**config.mk**
```make
export PLATFORM = sky130hd
export DESIGN_NAME = ihl_ctrl
export DESIGN_NICKNAME = d
export VERILOG_FILES = /design/src/rtl/core/ihl_pkg.sv /design/src/rtl/core/ihl_ctrl.sv
export SDC_FILE = /design/constraint.sdc
export NUM_CORES = 1
export LEC_CHECK = 0
export ABC_CLOCK_PERIOD_IN_PS = 1700
export BUFFER_PORTS_ARGS = -buffer_cell sky130_fd_sc_hd__buf_2
export CAP_MARGIN = 10
export CORE_AREA = 2 2 39 41
export CTS_BUF_LIST = sky130_fd_sc_hd__clkbuf_2
export DETAILED_ROUTE_END_ITERATION = 8
export DIE_AREA = 0 0 41 43
export GPL_TIMING_DRIVEN = 0
export PLACE_DENSITY = 0.65
export SLEW_MARGIN = 40
export SYNTH_ARGS = -nofsm -noshare
export SYNTH_HDL_FRONTEND = slang
export SYNTH_SLANG_ARGS = --single-unit
```
**constraint.sdc**
```tcl
create_clock -name clk -period 1.7 [get_ports clk]
set_input_delay 0.085 -clock clk [delete_from_list [all_inputs] [get_ports clk]]
set_output_delay 0.085 -clock clk [all_outputs]
set_load 0.05 [all_outputs]
```
**src/rtl/core/ihl_pkg.sv**
```systemverilog
// Package for the Intel HEX loader: request and result types, the command and
// status structs between controller and datapath, and the fixed codes.
// No dependencies.
package ihl_pkg;

	// One input request and one result item.
	typedef struct packed {
		logic        req_type;
		logic [7:0]  char_code;
		logic [15:0] read_address;
	} in_item_t;

	typedef struct packed {
		logic [2:0]  status;
		logic [7:0]  read_data;
		logic        read_written;
		logic [16:0] image_size;
		logic [16:0] useful_count;
		logic [15:0] first_address;
		logic [15:0] line_count;
	} out_item_t;

	// Commands from the controller, at most one high per cycle.
	typedef struct packed {
		logic clr;
		logic accept;
		logic exec;
		logic cm_init;
		logic chk_rd;
		logic chk_eval;
		logic wr_rd;
		logic wr_do;
		logic rd_issue;
		logic rd_cap;
		logic resp;
	} cmd_t;

	// Status back from the datapath.
	typedef struct packed {
		logic clr_done;
		logic is_read;
		logic need_commit;
		logic range_bad;
		logic len_zero;
		logic strict;
		logic overlap_hit;
		logic cnt_last;
		logic out_free;
	} sts_t;

	// Parser phases.
	localparam logic [2:0] PH_LINE = 3'd0;
	localparam logic [2:0] PH_HI   = 3'd1;
	localparam logic [2:0] PH_LO   = 3'd2;
	localparam logic [2:0] PH_TAIL = 3'd3;
	localparam logic [2:0] PH_DONE = 3'd4;
	localparam logic [2:0] PH_ERR  = 3'd5;

	// Load status codes.
	localparam logic [2:0] ST_OK       = 3'd0;
	localparam logic [2:0] ST_END      = 3'd1;
	localparam logic [2:0] ST_BADSTART = 3'd2;
	localparam logic [2:0] ST_BADHEX   = 3'd3;
	localparam logic [2:0] ST_CHECKSUM = 3'd4;
	localparam logic [2:0] ST_OVERLAP  = 3'd5;
	localparam logic [2:0] ST_RANGE    = 3'd6;
	localparam logic [2:0] ST_SHORT    = 3'd7;

	// Characters and record kinds.
	localparam logic [7:0] CH_COLON = 8'h3A;
	localparam logic [7:0] CH_CR    = 8'h0D;
	localparam logic [7:0] CH_LF    = 8'h0A;
	localparam logic [7:0] KIND_DATA = 8'h00;
	localparam logic [7:0] KIND_EOF  = 8'h01;
	localparam logic [7:0] KIND_SEG  = 8'h02;
	localparam logic [7:0] KIND_LIN  = 8'h04;
	localparam int SEG_SHIFT = 4;
	localparam int LIN_SHIFT = 16;

	// Configuration register indexes.
	localparam logic [7:0] CFG_STRICT = 8'd0;
	localparam logic [7:0] CFG_FILL   = 8'd1;

endpackage

```
**src/rtl/core/ihl_ctrl.sv**
```systemverilog
// Controller of the Intel HEX loader: sequences clearing, parsing, reads,
// record commits and the result hand-off.
// Depends on ihl_pkg.
module ihl_ctrl (
	input  logic          clk,
	input  logic          arst_n,
	input  logic          in_valid,
	output logic          in_stall,
	output ihl_pkg::cmd_t cmd,
	input  ihl_pkg::sts_t sts
);
	import ihl_pkg::*;

	localparam logic [3:0] S_CLEAR = 4'd0;
	localparam logic [3:0] S_IDLE  = 4'd1;
	localparam logic [3:0] S_EXEC  = 4'd2;
	localparam logic [3:0] S_RDW   = 4'd3;
	localparam logic [3:0] S_CMI   = 4'd4;
	localparam logic [3:0] S_CHKR  = 4'd5;
	localparam logic [3:0] S_CHKE  = 4'd6;
	localparam logic [3:0] S_WRR   = 4'd7;
	localparam logic [3:0] S_WRD   = 4'd8;
	localparam logic [3:0] S_RESP  = 4'd9;

	logic [3:0] state_q, state_n;

	assign in_stall = (state_q != S_IDLE);

	// Next state and commands.
	always_comb begin
		state_n = state_q;
		cmd = '0;
		unique case (state_q)
			S_CLEAR: begin
				if (sts.clr_done) state_n = S_IDLE;
				else cmd.clr = 1'b1;
			end
			S_IDLE: begin
				if (in_valid) begin
					cmd.accept = 1'b1; state_n = S_EXEC;
				end
			end
			S_EXEC: begin
				if (sts.is_read) begin
					cmd.rd_issue = 1'b1; state_n = S_RDW;
				end else begin
					cmd.exec = 1'b1;
					state_n = sts.need_commit ? S_CMI : S_RESP;
				end
			end
			S_RDW: begin
				cmd.rd_cap = 1'b1; state_n = S_RESP;
			end
			S_CMI: begin
				cmd.cm_init = 1'b1;
				if (sts.range_bad || sts.len_zero) state_n = S_RESP;
				else state_n = sts.strict ? S_CHKR : S_WRR;
			end
			S_CHKR: begin
				cmd.chk_rd = 1'b1; state_n = S_CHKE;
			end
			S_CHKE: begin
				cmd.chk_eval = 1'b1;
				if (sts.overlap_hit) state_n = S_RESP;
				else state_n = sts.cnt_last ? S_WRR : S_CHKR;
			end
			S_WRR: begin
				cmd.wr_rd = 1'b1; state_n = S_WRD;
			end
			S_WRD: begin
				cmd.wr_do = 1'b1;
				state_n = sts.cnt_last ? S_RESP : S_WRR;
			end
			S_RESP: begin
				if (sts.out_free) begin
					cmd.resp = 1'b1; state_n = S_IDLE;
				end
			end
			default: state_n = S_IDLE;
		endcase
	end

	always_ff @(posedge clk or negedge arst_n) begin
		if (!arst_n) begin
			state_q <= S_CLEAR;
		end else begin
			state_q <= state_n;
		end
	end
endmodule

```
==> impl_results.md, run 1 <==
* Layout Utilization at 0.4810
* Core area at 0.001384 mm²
* Routability-driven placement congestion ratio at 0.8301
* Hold WS at 0.1288 ns
* Crit Path Class: reg -> out
* Die W at 41 µm
* Ratio of cells with drive above 1 in the final layout at 0.5301
* Yosys top cell area share at 0.2105
* Worst Skew at 0.008681 ns
* Multi-input gate area at about 350 µm²
* Final ANT Viol Nets at 0
* Max Clock Freq at ~630 MHz
* Top FF cell, synth: dfrtp_1
* Drt wl/cell at 12.75 µm
* Area Growth Syn to Fin at 40.00%
* WP data required at 1.62 ns
* Die H at about 43 µm
* Setup violations, final at 0
* Crit path cell chain: buf_4 -> inv_1 -> nor4_2 -> buf_4
* Setup_tns at 0 ns
* Syn_area_per_cell at 8.490 µm²
* Clock period minus final worst setup slack at between 1.5 and 2 ns
* Post-synthesis register bit count at 4
* Least-Margin Pin Slew at 0.3352 ns
* Via-to-Cell Ratio at 5.273
* Count leader, synth: nor2_1
* Via Count at 522
* Crit path DAT at 1.49 ns
* Maximum buffer depth of the clock tree at 2
* Gr ovfl total at 0
* Syn Nets at between 60 and 70
* Commonest cells post-synth: nor2_1 (7), dfrtp_1 (4), nand2_1 (4)
* Area of the die at approximately 0.0018 mm²
* Pwr per Cell Area at approximately 1800 mW/mm²
* Final hold vios at 0
* Final period utilization at 0.9287
* Ys async rst share at 1.000
* First-pass GRT wire length at 1.973 mm
* Reg clk slew, reported paths at 0.05 ns
* Vias in the first global route at 473
* CTS Buf Count at 3
* Status: completed
* Total of max-cap violations at 0
* Crit-path max FO at 10
* Initial antenna violation count at 0
* Clk root buf: clkbuf_2
* Synth top area cells: dfrtp_1 (21%), nor2_1 (5.5%), nor4b_4 (5.0%)
* Count of cell types in the netlist at 34
* Hold/Removal Path Class: in -> reg
* # diodes at 0
* Skew-Pair Late Insertion Delay at 0.21 ns
* Sequential cell area at 100.1 µm²
* Top Registers: state_q x4
* I/O pin count at 24
* Port bufs at 23
* Row count at 14
* CP startpoint kind: flop
* CTS HTree Levels at 1
* DR pass1 iterations at 4
* Max-slew violation count at 0
* Cell Area, Placed at 635.6 µm²
* Ys Warns at 0
* Largest register FFs at 4
* Max incr delay on CP at roughly 0.43 ns
* Nets at 97
* Largest net degree at the start of global routing at 11
* Most frequent CP cell: buf_4
* Routed WL at between 1 and 1.5 mm
* Starting Density at 0.3436
* Crit. End Element: output pin
* Synth Cell Area at about 480 µm²
* First-iteration detailed-routing DRC count at 4
* Filler cells at between 100 and 150
* DRC viols at 0
* Cells after synthesis at 56
* Max IR drop VDD at 0.8210 mV
* Sequential area share after synthesis at 0.2105
* DP HPWL at approximately 1 mm
* Pleak at 0.0003087 µW
* Slew HR at 0.7756
* RSZ-0062 raised after global routing: false
* Final instance area at 665.6 µm²
* Clock Sinks at 4
* Reg with most FFs: state_q
* EDFF count, synth at 0
* TritonCTS clock tree: built
* Bufs and invs on worst path at 3
* Top delay family on crit path: buffers and inverters
* Tot GR Track Use at 0.1720
* Synth area leader: dfrtp_1
* Slowest-stage cell, CP: dfrtp_1
final timing paths:
check                                  startpoint                      to  slack, ns  depth (start not counted)
min in group asynchronous                  arst_n  state_q[1]$_DFFE_PN0P_       0.21                          2
max in group asynchronous                  arst_n  state_q[3]$_DFFE_PN0P_       1.37                          2
hold / removal                             sts[5]  state_q[3]$_DFFE_PN0P_       0.13                          3
setup reg to reg           state_q[1]$_DFFE_PN0P_  state_q[1]$_DFFE_PN0P_       0.32                          4
setup / recovery           state_q[0]$_DFFE_PN0P_                  cmd[0]       0.12                          4
hold reg to reg            state_q[3]$_DFFE_PN0P_  state_q[0]$_DFFE_PN0P_       0.74                          3
metal layers:
metal / global-route usage / wire length [µm]
met3: 0.09424 / 74
met1: 0.2201 / 572
met2: 0.2313 / 606
met4: 0.07333 / 8
met5: 0 / 0
report_power, final:
part	internal (µW)	leakage (µW)	switching, µW
clock	47.4	0.0000125	39.2
sequential	136	0.0000501	48.0
combinational	301	0.000246	598
layout by cell type, fill, tap and decap left out, types with 2 or more instances in the layout:
cell type / instances
a21oi_1: 3
buf_2: 21
buf_4: 3
nor2_1: 7
nand2_1: 4
nor3_2: 2
clkbuf_2: 3
buf_6: 2
inv_1: 3
nor4b_4: 2
dfrtp_1: 4
a31oi_1: 2
worst register-to-register path: cells and delay by family (launching register included):
family           cells  cell delay [ns]
flip-flops           1             0.49
AND/OR/NAND/NOR      2             0.49
AO/OA/AOI/OAI        2             0.34
through the flow:
step           worst slack [ns]  power, µW  cells
5_1_grt                 0.01140       1254     99
3_5_place_dp             0.3078       1076     95
4_1_cts                 0.05435       1169     99
2_1_floorplan           -0.1660      906.4     56
3_3_place_gp             0.3071       1075     95
6_report                 0.1213       1170     99
area by class of cell:
cell class	count	share of cell area
Multi-Input combinational cell	44	0.5226
Inverter	4	0.02256
Tap cell	16	0.03008
Timing Repair Buffer	24	0.1955
Buffer	4	0.05639
Clock buffer	3	0.02256
Sequential cell	4	0.1504
kinds of logic (layout without fill, tap and decap cells):
group	count (synthesis)	count (layout)	share of synthesized area
AO/OA/AOI/OAI	13	13	0.2105
buffers and inverters	8	35	0.1105
flip-flops	4	4	0.2105
AND/OR/NAND/NOR	31	31	0.4684
repair_timing:
item	CTS	global route
setup buffers	0	0
endpoints found under the setup margin	0	2
hold buffers	1	0
gates resized for setup	0	3
endpoints found under the hold margin	4	0
No activity file was read; power rests on OpenSTA's default activity.
==> run 2, diff against run 1 <==
--- a/config.mk
+++ b/config.mk
@@ -13,7 +13,7 @@
 export DETAILED_ROUTE_END_ITERATION = 8
 export DIE_AREA = 0 0 41 43
 export GPL_TIMING_DRIVEN = 0
-export PLACE_DENSITY = 0.65
+export PLACE_DENSITY_LB_ADDON = 0.3
 export SLEW_MARGIN = 40
 export SYNTH_ARGS = -nofsm -noshare
 export SYNTH_HDL_FRONTEND = slang
==> run 2 against run 1 <==
  * Wire length decreased by 2.2%
  * Combinational power increased by 2%
  * Clock skew decreased by 0.0018 ns
  * Largest power group unchanged
  * Clock power down 2%
  * Count of clock-buffer cells in the layout stayed put
  * Global-route usage down 0.45 points
  * Maximum frequency grew 3.1%
  * Sequential share of layout area fell by 0.14 points
==> impl_results.md, run 2 (same netlist as run 1, synthesis figures left out) <==
* Hold WS at 0.1327 ns (+0.003959 ns)
* Crit path cell chain: buf_6 -> nor4b_4 -> clkbuf_4
* Cell Area, Placed at 635.6 µm² (unchanged)
* Hold/Removal Path Class: in -> reg
* Vias in the first global route at 480 (+1.5%)
* Max IR drop VDD at 0.8315 mV (+1.3%)
* Crit path DAT at 1.45 ns (-0.04 ns)
* CTS HTree Levels at 1 (unchanged)
* Sequential power share at 0.155 (-0.002)
* Post-CTS setup buffer count at 0 (unchanged)
* Area Growth Syn to Fin at 41.32%
* Crit-path max FO at 10 (unchanged)
* Core area at 0.001384 mm² (unchanged)
* Reg2reg start: state_q[2]$_DFFE_PN0P_
* WP data required at 1.62 ns (about the same)
* Routability-driven placement congestion ratio at 0.8537 (+2.8%)
* Most common cell after layout, fill and taps aside: buf_2
* Place WS at 0.3164 ns (+0.008597 ns)
* Reg clk slew, reported paths at 0.04 ns (about the same)
* First-iteration detailed-routing DRC count at 5 (+1)
* Final instance area at 671.9 µm² (+0.94%)
* Area of the die at 0.001763 mm² (unchanged)
* Least-Margin Pin Slew at 0.3084 ns (-0.02682 ns)
* Maximum buffer depth of the clock tree at 2 (unchanged)
* Part of the power in combinational logic at 0.773 (+0.004)
* Largest register FFs at 4 (unchanged)
* DR pass1 iterations at 4 (unchanged)
* First-pass GRT wire length at 1.918 mm (-2.8%)
* Final hold vios at 0 (unchanged)
* Port bufs at 23 (unchanged)
* Most frequent cells in the layout: buf_2 (21), nor2_1 (6), nand2_1 (4), dfrtp_1 (4)
* Pint at 494.6 µW (+2.1%)
* Largest net degree at the start of global routing at 11 (unchanged)
* Setup WS post-layout at 0.1687 ns (+0.04742 ns)
* Sw power at 689.6 µW (+0.64%)
* Status: completed
* CP startpoint kind: flop
* Top Registers: state_q x4
* Slew HR at 0.7935 (+0.01796)
* Pwr per Cell Area at 1763 mW/mm² (+0.29%)
* Reg2reg end: state_q[0]$_DFFE_PN0P_
* Crit Path Class: reg -> out
* Nets at 97 (unchanged)
* Worst Skew at 0.006894 ns (-0.001787 ns)
* Row count at 14 (unchanged)
* Gr ovfl total at 0 (unchanged)
* Critical Path End: cmd[10]
* Die W at 41 µm (unchanged)
* Via Count at 528 (+1.1%)
* Clk root buf: clkbuf_2
* Sw Ratio at 0.5823 (-0.003401)
* RSZ-0062 raised after global routing: false
* Clock network power share at 0.072 (-0.002)
* Final period utilization at 0.9008 (-0.02789)
* Clock period minus final worst setup slack at 1.531 ns (-0.04741 ns)
* Drt wl/cell at 12.46 µm (-2.2%)
* Clock Sinks at 4 (unchanged)
* Setup_tns at 0 ns (unchanged)
* I/O pin count at 24 (unchanged)
* Tot GR Track Use at 0.1675 (-0.004525)
* Crit. End Element: output pin
* Ratio of cells with drive above 1 in the final layout at 0.5422 (+0.01205)
* R2R depth at 4 (unchanged)
* Routed WL at 1.234 mm (-2.2%)
* TritonCTS clock tree: built
* DRC viols at 0 (unchanged)
* Total of max-cap violations at 0 (unchanged)
* DP HPWL at 974.8 µm (-2.5%)
* Max-slew violation count at 0 (unchanged)
* Final ANT Viol Nets at 0 (unchanged)
* # diodes at 0 (unchanged)
* Pleak at 0.0003104 µW (+0.58%)
* Max incr delay on CP at 0.48 ns (+0.05 ns)
* Overall power consumption at 1184 µW (+1.2%)
* Reg with most FFs: state_q
* Max Clock Freq at 653.0 MHz (+3.1%)
* Initial antenna violation count at 0 (unchanged)
* Setup violations, final at 0 (unchanged)
* Die H at 43 µm (unchanged)
* Skew-Pair Late Insertion Delay at 0.21 ns (about the same)
* Slowest-stage cell, CP: dfrtp_1
* CTS Buf Count at 3 (unchanged)
* Via-to-Cell Ratio at 5.333 (+1.1%)
* Starting Density at 0.3436 (unchanged)
* Hold Startpoint: sts[5]
* Reg2reg setup slack at 0.36 ns (+0.04 ns)
* Origin of the worst setup path: state_q[1]$_DFFE_PN0P_
-- run 2: cell type report --
class,instances,area (µm²)
plain buffers,4,41.29
inverters,4,15.01
well taps,16,20.02
multi-input cells,44,350.3
flip-flops and latches,4,100.1
repair buffers,24,130.1
clock buffers,3,15.01
fillers,145,711.9
-- run 2: power groups by stage --
stage                     clock, µW  sequential (µW)  combinational (µW)
after floorplan                   0              174                 732
after global placement            0              182                 896
after detailed placement          0              184                 894
after CTS                      90.5              182                 896
after global routing            106              190                 977
final                          84.8              184                 916
-- run 2: worst min-delay path by stage --
stage,end,slack [ns],depth (start not counted)
final,state_q[3]$_DFFE_PN0P_,0.13,3
after global routing,state_q[3]$_DFFE_PN0P_,0.15,2
after CTS,state_q[3]$_DFFE_PN0P_,0.12,3
after detailed placement,state_q[3]$_DFFE_PN0P_,-0.11,1
after global placement,state_q[1]$_DFFE_PN0P_,-0.11,1
after floorplan,state_q[0]$_DFFE_PN0P_,-0.21,0
-- run 2: repair_timing --
item,in CTS,in global routing
hold buffers,1,0
endpoints found under the setup margin,0,2
endpoints found under the hold margin,4,0
gates resized for setup,0,5
-- run 2: critical path: cells and delay by family, from the launching register on --
kind	cells	cell delay (ns)
and+or+nand+nor	1	0.28
DFF	1	0.48
buffers and inverters	2	0.48
-- run 2: per-layer routing --
layer | routed length, µm | share of wire | global-route usage | up-vias
met3 | 53 | 0.043 | 0.08377 | 2
met4 | 13 | 0.011 | 0.07333 | 0
met5 | 0 | 0 | 0 | -
met2 | 660 | 0.53 | 0.2469 | 15
met1 | 506 | 0.41 | 0.1961 | 244
li1 | - | - | - | 267
-- run 2: metrics by stage --
| step | util | std cells |
|---|---|---|
| finish | 0.4855 | 99 |
| global route | 0.4855 | 99 |
| CTS | 0.4774 | 99 |
| detailed placement | 0.4593 | 95 |
| global placement | 0.4593 | 95 |
| floorplan | - | 56 |
